### config.mk
export PLATFORM = sky130hd
export DESIGN_NAME = datagram_frame_deframer
export DESIGN_NICKNAME = d
export VERILOG_FILES = /design/src/rtl/dfd_pkg.sv /design/src/rtl/datagram_frame_deframer.sv
export SDC_FILE = /design/constraint.sdc
export NUM_CORES = 1
export LEC_CHECK = 0
export BUFFER_PORTS_ARGS = -buffer_cell sky130_fd_sc_hd__buf_2
export CAP_MARGIN = 0
export CORE_MARGIN = 8
export CORE_UTILIZATION = 60
export DETAILED_ROUTE_END_ITERATION = 16
export HOLD_SLACK_MARGIN = 0.05
export PLACE_DENSITY = 0.78
export SLEW_MARGIN = 20
export SYNTH_ARGS = -nofsm -noshare
export SYNTH_HDL_FRONTEND = slang
export SYNTH_SLANG_ARGS = --single-unit
### constraint.sdc
create_clock -name clk -period 7.4 [get_ports clk]
set_clock_uncertainty 0.05 [all_clocks]
set_input_delay 1.48 -clock clk [delete_from_list [all_inputs] [get_ports clk]]
set_output_delay 1.48 -clock clk [all_outputs]
set_load 0.01 [all_outputs]
### src/rtl/dfd_pkg.sv
// Package for the datagram frame deframer: phase type, result record,
// status and kind codes, and buffer size constant. No dependencies.
package dfd_pkg;

	localparam int unsigned MaxBufferBytes = 65535;
	localparam logic [7:0] TypeNoLen = 8'h30;
	localparam int unsigned VarintW = 62;

	typedef enum logic [2:0] {
		PH_IDLE,
		PH_RAW,
		PH_VFIRST,
		PH_VMORE,
		PH_PAYLOAD,
		PH_DONE
	} phase_t;

	typedef enum logic [1:0] {
		ST_OK        = 2'd0,
		ST_TRUNC_LEN = 2'd1,
		ST_SHORT     = 2'd2
	} status_t;

	localparam logic KindPayload = 1'b0;
	localparam logic KindStatus  = 1'b1;

	typedef struct packed {
		logic        kind;
		logic [7:0]  payload_byte;
		logic        payload_last;
		logic [1:0]  status;
		logic [15:0] consumed;
		logic        has_length;
		logic        allowed;
	} result_t;

endpackage

### src/rtl/datagram_frame_deframer.sv
// Datagram frame deframer top level: parses one frame buffer a byte per
// transfer and emits payload bytes and a closing status. Uses dfd_pkg.
//
// Channel  Dir  Handshake          Payload
// s_       in   s_tvalid/s_tready  s_tdata = data_in, s_tlast = buffer_end
// m_       out  m_tvalid/m_tready  m_tuser = kind, m_tlast = payload_last, m_tdata
// cfg_     in   cfg_we             cfg_wdata = max_frame_size
//
// One input byte is parsed in the cycle it is taken and its results are written
// to a four-entry result queue, so a byte is accepted every cycle while the
// queue has room for two results. A byte that closes a buffer with payload
// yields two results, a payload byte and a status. Reset clears the parser and
// the queue at once; a stall on the output side fills the queue and then holds
// s_tready low.
module datagram_frame_deframer #(
	parameter int unsigned MAX_BUFFER_BYTES = dfd_pkg::MaxBufferBytes
) (
	input  logic        clk,
	input  logic        arst_n,
	input  logic        s_tvalid,
	output logic        s_tready,
	input  logic [7:0]  s_tdata,  // [7:0] data_in
	input  logic        s_tlast,
	output logic        m_tvalid,
	input  logic        m_tready,
	// [7:0] payload_byte, [9:8] status, [25:10] consumed, [26] has_length,
	// [27] allowed, [31:28] zero
	output logic [31:0] m_tdata,
	output logic        m_tuser,  // [0] kind
	output logic        m_tlast,
	input  logic        cfg_we,
	input  logic [15:0] cfg_wdata
);
	import dfd_pkg::*;

	localparam logic [15:0] SatCount = 16'(MAX_BUFFER_BYTES);
	localparam logic [VarintW-1:0] RemOne = VarintW'(1);

	logic [15:0]        max_frame_size_q;
	phase_t             phase_q, phase_d;
	logic [2:0]         len_left_q, len_left_d;
	logic [VarintW-1:0] remain_q, remain_d;
	logic [15:0]        byte_cnt_q, byte_cnt_d;
	logic               len_field_q, len_field_d;

	result_t            res_q [4];
	logic [1:0]         wptr_q, rptr_q;
	logic [2:0]         cnt_q;

	logic               in_xfer, out_xfer;
	result_t            res0, res1;
	logic [1:0]         push_n;
	logic [VarintW-1:0] rem_dec;
	logic [VarintW-1:0] rem_shift;
	logic [1:0]         wptr_p1;

	assign in_xfer  = s_tvalid & s_tready;
	assign out_xfer = m_tvalid & m_tready;
	assign s_tready = cnt_q <= 3'd2;
	assign m_tvalid = cnt_q != 3'd0;
	assign rem_dec   = remain_q - RemOne;
	assign rem_shift = {remain_q[VarintW-9:0], s_tdata};
	assign wptr_p1   = wptr_q + 2'd1;

	always_comb begin
		phase_d     = phase_q;
		len_left_d  = len_left_q;
		remain_d    = remain_q;
		len_field_d = len_field_q;
		byte_cnt_d  = byte_cnt_q;
		if (phase_q != PH_DONE && byte_cnt_q < SatCount) begin
			byte_cnt_d = byte_cnt_q + 16'd1;
		end
		unique case (phase_q)
			PH_IDLE: begin
				len_field_d = s_tdata != TypeNoLen;
				phase_d     = (s_tdata != TypeNoLen) ? PH_VFIRST : PH_RAW;
			end
			PH_RAW: begin
			end
			PH_VFIRST: begin
				len_left_d = 3'((4'd1 << s_tdata[7:6]) - 4'd1);
				remain_d   = VarintW'(s_tdata[5:0]);
				if (s_tdata[7:6] != 2'd0) begin
					phase_d = PH_VMORE;
				end else begin
					phase_d = (s_tdata[5:0] != 6'd0) ? PH_PAYLOAD : PH_DONE;
				end
			end
			PH_VMORE: begin
				remain_d   = rem_shift;
				len_left_d = len_left_q - 3'd1;
				if (len_left_q == 3'd1) begin
					phase_d = (rem_shift != '0) ? PH_PAYLOAD : PH_DONE;
				end
			end
			PH_PAYLOAD: begin
				remain_d = rem_dec;
				if (rem_dec == '0) begin
					phase_d = PH_DONE;
				end
			end
			default: begin
				phase_d = PH_DONE;
			end
		endcase
	end

	always_comb begin
		logic    pay;
		result_t stat;
		pay  = (phase_q == PH_RAW) || (phase_q == PH_PAYLOAD);
		res0 = '0;
		res1 = '0;
		stat = '0;
		stat.kind       = KindStatus;
		stat.has_length = len_field_d;
		if (phase_d == PH_VFIRST || phase_d == PH_VMORE) begin
			stat.status = ST_TRUNC_LEN;
		end else if (phase_d == PH_PAYLOAD) begin
			stat.status = ST_SHORT;
		end else begin
			stat.status   = ST_OK;
			stat.consumed = byte_cnt_d;
			stat.allowed  = (max_frame_size_q != 16'd0) && (byte_cnt_d <= max_frame_size_q);
		end
		if (pay) begin
			res0.kind         = KindPayload;
			res0.payload_byte = s_tdata;
			res0.payload_last = s_tlast | ((phase_q == PH_PAYLOAD) && (rem_dec == '0));
			res1              = stat;
			push_n            = s_tlast ? 2'd2 : 2'd1;
		end else begin
			res0   = stat;
			push_n = s_tlast ? 2'd1 : 2'd0;
		end
		if (!in_xfer) begin
			push_n = 2'd0;
		end
	end

	always_ff @(posedge clk or negedge arst_n) begin
		if (!arst_n) begin
			max_frame_size_q <= '0;
			phase_q          <= PH_IDLE;
			len_left_q       <= '0;
			remain_q         <= '0;
			byte_cnt_q       <= '0;
			len_field_q      <= 1'b0;
		end else begin
			if (cfg_we) begin
				max_frame_size_q <= cfg_wdata;
			end
			if (in_xfer) begin
				if (s_tlast) begin
					phase_q     <= PH_IDLE;
					len_left_q  <= '0;
					remain_q    <= '0;
					byte_cnt_q  <= '0;
					len_field_q <= 1'b0;
				end else begin
					phase_q     <= phase_d;
					len_left_q  <= len_left_d;
					remain_q    <= remain_d;
					byte_cnt_q  <= byte_cnt_d;
					len_field_q <= len_field_d;
				end
			end
		end
	end

	always_ff @(posedge clk or negedge arst_n) begin
		if (!arst_n) begin
			wptr_q <= '0;
			rptr_q <= '0;
			cnt_q  <= '0;
		end else begin
			wptr_q <= wptr_q + push_n;
			if (out_xfer) begin
				rptr_q <= rptr_q + 2'd1;
			end
			cnt_q <= cnt_q + {1'b0, push_n} - {2'b00, out_xfer};
		end
	end

	always_ff @(posedge clk) begin
		if (push_n != 2'd0) begin
			res_q[wptr_q] <= res0;
		end
		if (push_n == 2'd2) begin
			res_q[wptr_p1] <= res1;
		end
	end

	always_comb begin
		result_t head;
		head    = res_q[rptr_q];
		m_tuser = head.kind;
		m_tlast = head.payload_last;
		m_tdata = {4'd0, head.allowed, head.has_length, head.consumed,
			head.status, head.payload_byte};
	end

	a_queue_bound: assert property (@(posedge clk) disable iff (!arst_n)
		cnt_q <= 3'd4)
		else $error("result queue count out of range");

	a_end_to_idle: assert property (@(posedge clk) disable iff (!arst_n)
		in_xfer && s_tlast |=> phase_q == PH_IDLE && byte_cnt_q == 16'd0)
		else $error("parser not cleared after buffer end");

	a_idle_clear: assert property (@(posedge clk) disable iff (!arst_n)
		phase_q == PH_IDLE |-> byte_cnt_q == 16'd0 && !len_field_q)
		else $error("idle parser holds frame state");

	a_error_zero: assert property (@(posedge clk) disable iff (!arst_n)
		m_tvalid && m_tuser == KindStatus && m_tdata[9:8] != ST_OK
		|-> m_tdata[25:10] == 16'd0 && !m_tdata[27])
		else $error("error status reports consumed bytes");

	a_push_room: assert property (@(posedge clk) disable iff (!arst_n)
		push_n != 2'd0 |-> cnt_q + {1'b0, push_n} <= 3'd4 + {2'b00, out_xfer})
		else $error("result queue overflow");

endmodule
---- Yosys cells after proc, flatten, opt, wreduce, memory -nomap -nowiden ----
Memory sizes are Yosys's and may differ from the RTL's.
Cells that the tools add are included.
W data, S select, Z words.
cells by class
  add/sub/neg operators ................... 9
  order comparisons ....................... 3
  eq/ne operators ......................... 11
  shift operators ......................... 1
  multiplexer cells ....................... 33
  bitwise operators ....................... 3
  reduce and logical (&&, ||, !) cells .... 17
operator list
  operator                 count
  $pmux W62 S3             1
  $mux W16                 4
  $logic_not A62 Y1        1
  $mux W62                 1
  $reduce_bool A62 Y1      1
  $sub A62 B1 Y62 const B  1
  $mux W30                 1
  $mux W20                 1
  $add A16 B1 Y16 const B  1
  $le A16 B16 Y1           1
  $lt A16 B16 Y1 const B   1
  $reduce_bool A16 Y1      1
  $mux W3                  5
  $pmux W3 S5              1
  $eq A3 B2 Y1 const B     4
  $mux W2                  6
  $mux W1                  11
  $mux W10                 1
  $ne A8 B6 Y1 const B     1
  $eq A3 B1 Y1 const B     2
  $eq A3 B3 Y1 const B     2
  $pmux W3 S2              1
  $reduce_bool A3 Y1       2
  $reduce_bool A6 Y1       1
  other kinds (17)         25
storage, ports and cells
  register bits ........................... 108
  bits in writable memories ............... 120
  input port bits ......................... 30
  logic and storage cells ................. 87
  memories ................................ 1
memories
  memory  depth  bits a word  rd ports  clocked after memory_dff  wr ports  line                           text
  res_q   4      30           1         0                         2         datagram_frame_deframer.sv:46  result_t res_q [4];

---- Longest topological paths before layout ----
Gate-level depths: netlist (run 1).
  depth after elaboration ................. 8
  mapped depth ............................ 19
  gate-level depth less buffers ........... 17

---- Least setup slack after synthesis (run 1) ----
OpenSTA, ideal clock, no wires.
  path kind ............................... flip-flop to flip-flop
  start ................................... reg remain_q[24]
  end ..................................... mem res_q[0][0] (netlist bit) (data pin)
  setup time .............................. 0.203 ns
  arrival time ............................ 3.871 ns
  required time ........................... 7.147 ns
  slack ................................... 3.276 ns
  stages on the path, launching flop included .. 14
  buffers on the path ..................... 5
  clock period less this slack ............ 4.124 ns
  path through ............................ dfrtp_1 > buf_6 > or4_4 > clkbuf_2 > or3_1 > or4_1 > buf_2 > o31a_1 > or3_1 > nand4b_1 > or4_1 > buf_2 > buf_6 > a2111oi_1
RTL lines
  element                 line                            text
  from (decl)             datagram_frame_deframer.sv:42   logic [VarintW-1:0] remain_q, remain_d;
  from (signal assigned)  datagram_frame_deframer.sv:164  remain_q <= remain_d;
  to (decl)               datagram_frame_deframer.sv:46

==> flow_metrics.py, run 1 <==
metrics = {
    "synth": {
        "synth-seq-area-share": 0.444,
        "yosysUniqueCellTypes": 69,
        "ys.flop_type": "dfrtp_1",
        "ys_seq_elements": 228,
        "yosysWarningCount": 0,
        "synth_edf_count": 84,
        "synth_top_area_cell": "dfrtp_1",
        "synthArstFlopShare": 0.474,
        "syn_area_um2": 13400,
        "synth_area_leaders": "dfrtp_1, edfxtp_1, o21ai_0, dfxtp_1, mux4_2",
        "synth.avg_cell_area_um2": 9.47,
        "synthCells": 1413,
        "synth_top_area_share": 0.202,
    },
    "clock_network": {
        "cts_root_buf": "clkbuf_16",
        "htreeDepth": 1,
        "cts_buffers": 24,
        "clk_latency_ns": 0.53,
        "cts.clk_slew.worst_paths_ns": 0.06,
        "clock_sinks": 228,
        "hold_buffers": 0,
        "cts_tree": "built",
        "post_cts_buffers": 0,
        "cts_buffer_depth": 3,
        "cts_resized": 0,
    },
    "layout": {
        "drive_gt1_frac": 0.122,
        "post-route-cell-area_um2": 14400,
        "layout_commonest_cell": "o21ai_0",
        "syn2layout_area_growth_pct": 7.89,
        "antenna_cells": 0,
        "mostFrequentLayoutCells": "o21ai_0, nand2_1, dfrtp_1",
        "layout.nets": 1446,
        "final_util": 0.660,
    },
    "worst_setup_path": {
        "critPathCaptureType": "register",
        "cp_slowest_cell": "or4_1",
        "worstSetupPathType": "reg -> reg",
        "path_cells": "nor4_1, nand3_1, or4_1, o31a_1, or3_1, nand4b_1, or4_2, buf_4, a2111oi_1",
        "worstPathRequired_ns": 7.66,
        "path_max_fanout": 70,
        "cp_slowest_stage_delay_ns": 0.82,
        "r2r_cells": 9,
        "cp_num_buf_inv": 1,
        "crit_family": "simple AND/OR/NAND/NOR gates",
        "path_depth": 9,
        "arrival_ns": 5.58,
        "startpoint_type": "register",
    },
    "hold_path": {
        "whs_path_depth": 1,
        "hp-class": "reg -> reg",
    },
    "floorplan": {
        "start_util": 0.611,
        "chipHeight_um": 165,
        "die_w_um": 165,
        "num_rows": 54,
        "ios": 66,
        "design.die.area_um2": 27300,
        "core_area_um2": 21900,
    },
    "timing": {
        "final-setup-viol-count": 0,
        "period_needed_ns": 5.32,
        "slew_viol_final": 0,
        "setup_tns_ns": 0,
        "rsz0062_at_grt": "false",
        "relSlewSlack": 0.331,
        "max_freq_mhz": 188,
        "hold_violations": 0,
        "finalCritPeriodShare": 0.719,
        "worst_pin_slew_ns": 0.994,
    },
    "global_route": {
        "grt_overflow_total": 0,
        "grt_pass1_vias": 10797,
        "antenna_found_initial": 0,
        "grt_pass1_wl_um": 58400,
        "grt_usage": 0.266,
        "grt_max_degree": 71,
    },
    "route": {
        "vias": 11376,
        "vias_per_cell": 6.74,
        "dr.pass1.iters": 5,
        "post-route-drc-count": 0,
        "finalWirelength_um": 36700,
        "detail-route-antenna-nets": 0,
        "drt-initial-drc-count": 1089,
        "wl_per_cell_um": 21.8,
    },
    "placed_design": {
        "io_buffers": 61,
        "dp_hpwl_um": 24400,
        "dpl_cell_area_um2": 13700,
        "place_congestion": 0.959,
    },
    "power": {
        "p_leak_nw": 5.75,
        "power-per-cell-area_nw_per_um2": 447,
        "vdd_drop_max_mv": 0.288,
    },
    "job": {
        "cap_violations": 0,
    },
    "run_status": {
        "status": "finished clean",
    },
}
## final cells by class
type	count	area, um2
fill	1759	7450
sequential	228	5950
clock inverter	10	91.3
inverter	55	206
clock buffer	34	668
multi-input combinational	1002	6740
timing repair buffer	78	435
tap	280	350
## layer usage
layer	wire length, um	part of all wire	up-vias	GRT usage
met5	0	0	-	0
li1	-	-	5265	-
met1	15100	0.41	5544	0.348
met4	1320	0.036	0	0.112
met3	2560	0.070	95	0.0426
met2	17800	0.48	472	0.436
## worst reg2reg max path, stage by stage, from the launching register on
cell and delay, ns:
dfrtp_1 0.47, nor4_1 0.79, nand3_1 0.57, or4_1 0.82
o31a_1 0.36, or3_1 0.38, nand4b_1 0.18, or4_2 0.68
buf_4 0.38, a2111oi_1 0.43
## Yosys cell counts (4+ instances only)
| library cell | n |
|---|---|
| and2_1 | 5 |
| clkbuf_1 | 115 |
| nor3b_1 | 5 |
| a211o_1 | 4 |
| dfrtp_1 | 108 |
| buf_1 | 6 |
| inv_1 | 55 |
| a22o_1 | 4 |
| nor4b_1 | 9 |
| a21oi_1 | 43 |
| or4_1 | 17 |
| nand2_1 | 142 |
| a32o_1 | 34 |
| nor3_1 | 42 |
| a21o_1 | 6 |
| or2_2 | 9 |
| nand4_1 | 22 |
| nand4b_1 | 11 |
| nand2b_1 | 10 |
| a31oi_1 | 7 |
| or3_1 | 25 |
| a22oi_1 | 36 |
| mux4_2 | 30 |
| mux2i_1 | 9 |
| edfxtp_1 | 84 |
| nand3_1 | 23 |
| a32oi_1 | 11 |
| nor4_1 | 50 |
| o21ai_0 | 145 |
| o31ai_1 | 7 |
| nor2_1 | 84 |
| ha_1 | 26 |
| xor2_1 | 29 |
| dfxtp_1 | 36 |
| and3_1 | 5 |
| xnor2_1 | 23 |
| o31a_1 | 4 |
| nor2b_1 | 11 |
| buf_4 | 4 |
| o22ai_1 | 6 |
| a211oi_1 | 67 |
## power breakdown
group | leakage (nW) | internal, mW | switching (mW)
Clock | 0.377 | 0.668 | 0.509
Combinational | 2.85 | 1.28 | 2.19
Sequential | 2.52 | 1.54 | 0.273
Total | 5.75 | 3.48 | 2.98
## kinds of logic (layout without fill, tap and decap cells)
| logic type | after synthesis | in the layout | share of synthesized area |
|---|---|---|---|
| and+or+nand+nor | 487 | 487 | 0.189 |
| AOI/OAI and AO/OA | 392 | 392 | 0.194 |
| DFF | 228 | 228 | 0.444 |
| buffers and inverters | 186 | 177 | 0.0548 |
| xor gates and xnor gates | 52 | 52 | 0.0340 |
| muxes | 40 | 40 | 0.0580 |
| adders and majority gates | 27 | 27 | 0.0258 |
| other | 1 | 4 | 0.000280 |
## registers in the layout, indices dropped and copies added (netlist names)
register / cells
res_q: 120
rptr_q: 2
len_field_q: 1
max_frame_size_q: 16
byte_cnt_q: 16
phase_q: 3
cnt_q: 3
wptr_q: 2
remain_q: 62
len_left_q: 3
## worst paths after layout
kind                                    from            to  slack, ns
max in group asynchronous             arst_n     rptr_q[0]       4.97
worst min register to register  res_q[2][27]  res_q[2][27]       0.42
worst min-delay path            res_q[2][27]  res_q[2][27]       0.42
worst max register to register   remain_q[9]   res_q[0][0]       2.08
worst max-delay path             remain_q[9]   res_q[0][0]       2.08
min in group asynchronous             arst_n  remain_q[44]       0.88
## metrics by stage
step / instances / worst slack (ns) / power [mW] / hold slack [ns]
2_1_floorplan: 1416 / 3.28 / 4.26 / 0.381
3_3_place_gp: 1643 / 2.25 / 5.18 / 0.393
3_5_place_dp: 1643 / 2.18 / 5.21 / 0.399
4_1_cts: 1687 / 2.17 / 6.39 / 0.413
5_1_grt: 1687 / 1.70 / 6.82 / 0.434
6_report: 1687 / 2.08 / 6.46 / 0.415
Power figures use the tool's default switching activity.
==> run 2: changes to the inputs <==
==> constraint.sdc (replaced) <==
create_clock -name clk -period 4.9 [get_ports clk]
set_clock_uncertainty 0.05 [all_clocks]
set_input_delay 0.98 -clock clk [delete_from_list [all_inputs] [get_ports clk]]
set_output_delay 0.98 -clock clk [all_outputs]
set_load 0.01 [all_outputs]
==> flow_metrics.py, run 2 (synthesis gave the netlist of run 1 again) <==
metrics = {
    "run_status": {
        "status": "finished clean",
    },
    "placed_design": {
        "dp_hpwl_um": 24800,
        "io_buffers": 61,
        "place_congestion": 0.974,
        "dpl_cell_area_um2": 13900,
        "place_ws_ns": 0.300,
    },
    "layout": {
        "mostFrequentLayoutCells": "o21ai_0, nand2_1, dfrtp_1",
        "layout.nets": 1480,
        "largest_register_ffs": 120,
        "drive_gt1_frac": 0.141,
        "syn2layout_area_growth_pct": 10.3,
        "post-route-cell-area_um2": 14800,
        "layout_commonest_cell": "o21ai_0",
        "antenna_cells": 0,
        "fillerInstances": 1745,
        "top_register": "res_q",
        "reg.largest.list": "res_q: 120 flops, remain_q: 62 flops",
        "final_util": 0.674,
    },
    "worst_setup_path": {
        "crit-reg2reg-launch": "remain_q[5]",
        "path_max_fanout": 70,
        "r2r_setup_slack_ns": 0.28,
        "r2r_cells": 10,
        "reg2reg_to": "res_q[0][0]",
        "startpoint_type": "register",
        "worstSetupPathType": "reg -> reg",
        "worstPathRequired_ns": 5.16,
        "startpoint": "remain_q[5]",
        "arrival_ns": 4.88,
        "critPathCaptureType": "register",
    },
    "power": {
        "p_clk_frac": 0.182,
        "seq_power_share": 0.271,
        "combPwrFrac": 0.547,
        "p_total_mw": 10.1,
        "power-per-cell-area_nw_per_um2": 686,
        "p_sw_mw": 4.57,
        "vdd_drop_max_mv": 0.390,
        "intPower_mw": 5.57,
        "p_sw_frac": 0.451,
        "p_leak_nw": 5.94,
    },
    "clock_network": {
        "cts_root_buf": "clkbuf_16",
        "cts_buffer_depth": 3,
        "htreeDepth": 1,
        "post_cts_buffers": 0,
        "cts.clk_slew.worst_paths_ns": 0.06,
        "hold_buffers": 0,
        "cts_tree": "built",
        "clk_latency_ns": 0.55,
        "cts_buffers": 25,
        "clock_sinks": 228,
    },
    "timing": {
        "max_freq_mhz": 217,
        "worst_pin_slew_ns": 0.931,
        "rsz0062_at_grt": "false",
        "finalCritPeriodShare": 0.943,
        "final-setup-viol-count": 0,
        "relSlewSlack": 0.378,
        "setup_tns_ns": 0,
        "hold_violations": 0,
        "setup_ws_ns": 0.282,
        "slew_viol_final": 0,
        "period_needed_ns": 4.62,
    },
    "floorplan": {
        "num_rows": 54,
        "start_util": 0.611,
        "die_w_um": 165,
        "chipHeight_um": 165,
        "ios": 66,
        "design.die.area_um2": 27300,
        "core_area_um2": 21900,
    },
    "hold_path": {
        "hp-class": "in -> async",
    },
    "global_route": {
        "grt_pass1_wl_um": 59600,
        "antenna_found_initial": 0,
        "grt_overflow_total": 0,
        "grt_pass1_vias": 11131,
        "grt_max_degree": 71,
        "grt_usage": 0.271,
    },
    "route": {
        "detail-route-antenna-nets": 0,
        "dr.pass1.iters": 5,
        "post-route-drc-count": 0,
        "vias": 11604,
        "wl_per_cell_um": 21.6,
        "finalWirelength_um": 37200,
        "drt-initial-drc-count": 1400,
        "vias_per_cell": 6.75,
    },
    "job": {
        "cap_violations": 0,
    },
}
run 2: area by class of cell:
cell class	count	area, um2	area share
Clock inverter	10	61.3	0.00415
Multi-Input combinational cell	1002	6740	0.457
Inverter	55	206	0.0140
Sequential cell	228	5950	0.403
Tap cell	280	350	0.0237
Timing Repair Buffer	111	708	0.0480
Clock buffer	34	743	0.0503
run 2: metrics by stage:
stage / instances / hold WS (ns)
final: 1720 / 0.209
after floorplan: 1416 / 0.381
after detailed placement: 1676 / 0.400
after global routing: 1720 / 0.212
after CTS: 1720 / 0.206
after global placement: 1676 / 0.392
run 2: layer usage:
metal,share of wire,GRT usage,vias up,routed length (um)
met5,0,0,-,0
met4,0.035,0.0954,0,1300
met3,0.079,0.0332,84,2950
met2,0.48,0.448,586,18000
met1,0.40,0.363,5594,14900
li1,-,-,5340,-
run 2: worst max path at each step:
stage                  endpoint  slack [ns]  depth (start not counted)
floorplan           res_q[0][0]        0.78                         13
global placement    res_q[0][0]        0.47                         17
detailed placement  res_q[0][0]        0.30                         17
CTS                 res_q[0][0]        0.25                         17
global route        res_q[0][0]        0.01                         17
finish              res_q[0][0]        0.28                         10
run 2: worst max-delay path: stages, from the launching register on:
cell and delay, ns:
dfrtp_1 0.46, nor4_2 0.54, nand4_1 0.51, nor4_1 0.65, buf_4 0.24, a31oi_1 0.09
nor4_1 0.32, nand4b_1 0.13, or4_2 0.73, buf_12 0.25, a2111oi_1 0.40
run 2: repair_timing:
| action | CTS | global route |
|---|---|---|
| gates resized for setup | 0 | 1 |
| hold endpoints to repair | 0 | 0 |
| setup endpoints to repair | 0 | 3 |
run 2: power by group through the flow:
stage          registers [mW]  logic [mW]  clock network, mW
3_3_place_gp             2.74        5.37                  0
5_1_grt                  2.80        6.01               1.93
2_1_floorplan            2.49        3.95                  0
3_5_place_dp             2.77        5.43                  0
4_1_cts                  2.74        5.46               1.86
6_report                 2.74        5.55               1.84
==> run 3: changes to the inputs <==
--- a/config.mk
+++ b/config.mk
@@ -8,10 +8,10 @@
 export BUFFER_PORTS_ARGS = -buffer_cell sky130_fd_sc_hd__buf_2
 export CAP_MARGIN = 0
 export CORE_MARGIN = 8
-export CORE_UTILIZATION = 60
+export CORE_UTILIZATION = 55
 export DETAILED_ROUTE_END_ITERATION = 16
 export HOLD_SLACK_MARGIN = 0.05
-export PLACE_DENSITY = 0.78
+export PLACE_DENSITY = 0.73
 export SLEW_MARGIN = 20
 export SYNTH_ARGS = -nofsm -noshare
 export SYNTH_HDL_FRONTEND = slang
==> flow_metrics.py, run 3 (synthesis gave the netlist of run 1 again) <==
metrics = {
    "floorplan": {
        "die_w_um": 172,
        "num_rows": 57,
        "design.die.area_um2": 29600,
        "start_util": 0.555,
        "chipHeight_um": 172,
        "ios": 66,
        "core_area_um2": 24100,
    },
    "route": {
        "dr.pass1.iters": 5,
        "drt-initial-drc-count": 1134,
        "post-route-drc-count": 0,
        "vias_per_cell": 6.55,
        "detail-route-antenna-nets": 0,
        "vias": 11673,
        "finalWirelength_um": 38300,
        "wl_per_cell_um": 21.5,
    },
    "worst_setup_path": {
        "crit_family": "simple AND/OR/NAND/NOR gates",
        "path_cells": "nor4_2, nand4_1, buf_4, nor4_1, buf_4, a31oi_1, nor4_1, nand4b_1, or4_2, buf_4, a211oi_1",
        "arrival_ns": 4.85,
        "worstPathRequired_ns": 5.20,
        "critPathCaptureType": "register",
        "worstSetupPathType": "reg -> reg",
        "startpoint_type": "register",
        "cp_num_buf_inv": 3,
        "cp_slowest_cell": "or4_2",
        "worst_path_most_repeated_cell": "buf_4",
        "cp_slowest_stage_delay_ns": 0.99,
        "r2r_setup_slack_ns": 0.36,
        "path_max_fanout": 25,
    },
    "timing": {
        "finalCritPeriodShare": 0.927,
        "setup_tns_ns": 0,
        "slew_viol_final": 0,
        "max_freq_mhz": 220,
        "final-setup-viol-count": 0,
        "worst_pin_slew_ns": 1.01,
        "relSlewSlack": 0.324,
        "rsz0062_at_grt": "false",
        "period_needed_ns": 4.54,
        "hold_violations": 0,
    },
    "layout": {
        "drive_gt1_frac": 0.153,
        "antenna_cells": 0,
        "layout.nets": 1495,
        "fin_cells": 1781,
        "fillerInstances": 2021,
        "mostFrequentLayoutCells": "o21ai_0, nand2_1, dfrtp_1",
        "top_register": "res_q",
        "layout_commonest_cell": "o21ai_0",
        "syn2layout_area_growth_pct": 11.9,
        "largest_register_ffs": 120,
        "reg.largest.list": "res_q: 120 flops, remain_q: 62 flops",
    },
    "clock_network": {
        "cts_resized": 0,
        "clock_sinks": 228,
        "cts_buffer_depth": 3,
        "htreeDepth": 1,
        "cts_root_buf": "clkbuf_16",
        "hold_buffers": 0,
        "post_cts_buffers": 0,
        "clk_latency_ns": 0.55,
        "cts_tree": "built",
        "cts.clk_slew.worst_paths_ns": 0.06,
        "cts_buffers": 25,
    },
    "power": {
        "p_sw_mw": 4.68,
        "intPower_mw": 5.74,
        "p_clk_frac": 0.190,
        "seq_power_share": 0.255,
        "p_leak_nw": 6.04,
        "combPwrFrac": 0.554,
        "power-per-cell-area_nw_per_um2": 696,
        "vdd_drop_max_mv": 0.422,
        "p_total_mw": 10.4,
        "p_sw_frac": 0.449,
    },
    "global_route": {
        "grt_max_degree": 66,
        "grt_pass1_vias": 11340,
        "grt_usage": 0.258,
        "grt_pass1_wl_um": 60900,
        "grt_overflow_total": 0,
        "antenna_found_initial": 0,
    },
    "run_status": {
        "status": "finished clean",
    },
    "hold_path": {
        "hp-class": "reg -> reg",
    },
    "placed_design": {
        "placed_cells": 1735,
        "place_congestion": 0.964,
        "dp_hpwl_um": 25900,
        "io_buffers": 61,
    },
    "job": {
        "cap_violations": 0,
    },
}
[run 3: final cells by class]
cell class / instances / area (um2) / area share
multi-input cells: 1002 / 6740 / 0.450
flip-flops and latches: 228 / 5950 / 0.397
repair buffers: 126 / 808 / 0.0540
clock buffers: 35 / 723 / 0.0483
well taps: 324 / 405 / 0.0271
inverters: 55 / 206 / 0.0138
clock inverters: 11 / 145 / 0.00969
[run 3: path summary, 6_finish.rpt]
check                             startpoint            to  cells after the start
worst max-delay path             remain_q[5]   res_q[0][5]                     11
worst min-delay path            res_q[3][21]  res_q[3][21]                      1
worst max register to register   remain_q[5]   res_q[0][5]                     11
worst min register to register  res_q[3][21]  res_q[3][21]                      1
max in group asynchronous             arst_n     rptr_q[0]                      2
min in group asynchronous             arst_n  remain_q[42]                      1
[run 3: per-layer routing]
layer,vias up,part of all wire,track usage
li1,5369,-,-
met1,5663,0.40,0.326
met2,516,0.48,0.433
met3,125,0.079,0.0427
met4,0,0.040,0.110
met5,-,0,0
[run 3: power by group through the flow]
| stage | sequential [mW] | combinational, mW | clock (mW) |
|---|---|---|---|
| 4_1_cts | 2.66 | 5.66 | 2.01 |
| 6_report | 2.66 | 5.78 | 1.99 |
| 2_1_floorplan | 2.49 | 3.95 | 0 |
| 5_1_grt | 2.71 | 6.19 | 2.08 |
| 3_3_place_gp | 2.67 | 5.58 | 0 |
| 3_5_place_dp | 2.69 | 5.63 | 0 |
[run 3: per-stage QoR]
step	hold slack (ns)	area, um2	utilization	worst slack, ns
2_1_floorplan	0.381	13400	-	0.776
6_report	0.411	15000	0.621	0.357
5_1_grt	0.430	15000	0.621	0.142
3_3_place_gp	0.393	14100	0.585	0.543
4_1_cts	0.414	15000	0.621	0.396
3_5_place_dp	0.400	14100	0.585	0.409
[run 3: worst register-to-register path, cell delays in order (launching register included)]
cell and delay [ns]:
dfrtp_1 0.46, nor4_2 0.40, nand4_1 0.44, buf_4 0.33, nor4_1 0.27, buf_4 0.20
a31oi_1 0.12, nor4_1 0.40, nand4b_1 0.13, or4_2 0.99, buf_4 0.32, a211oi_1 0.24
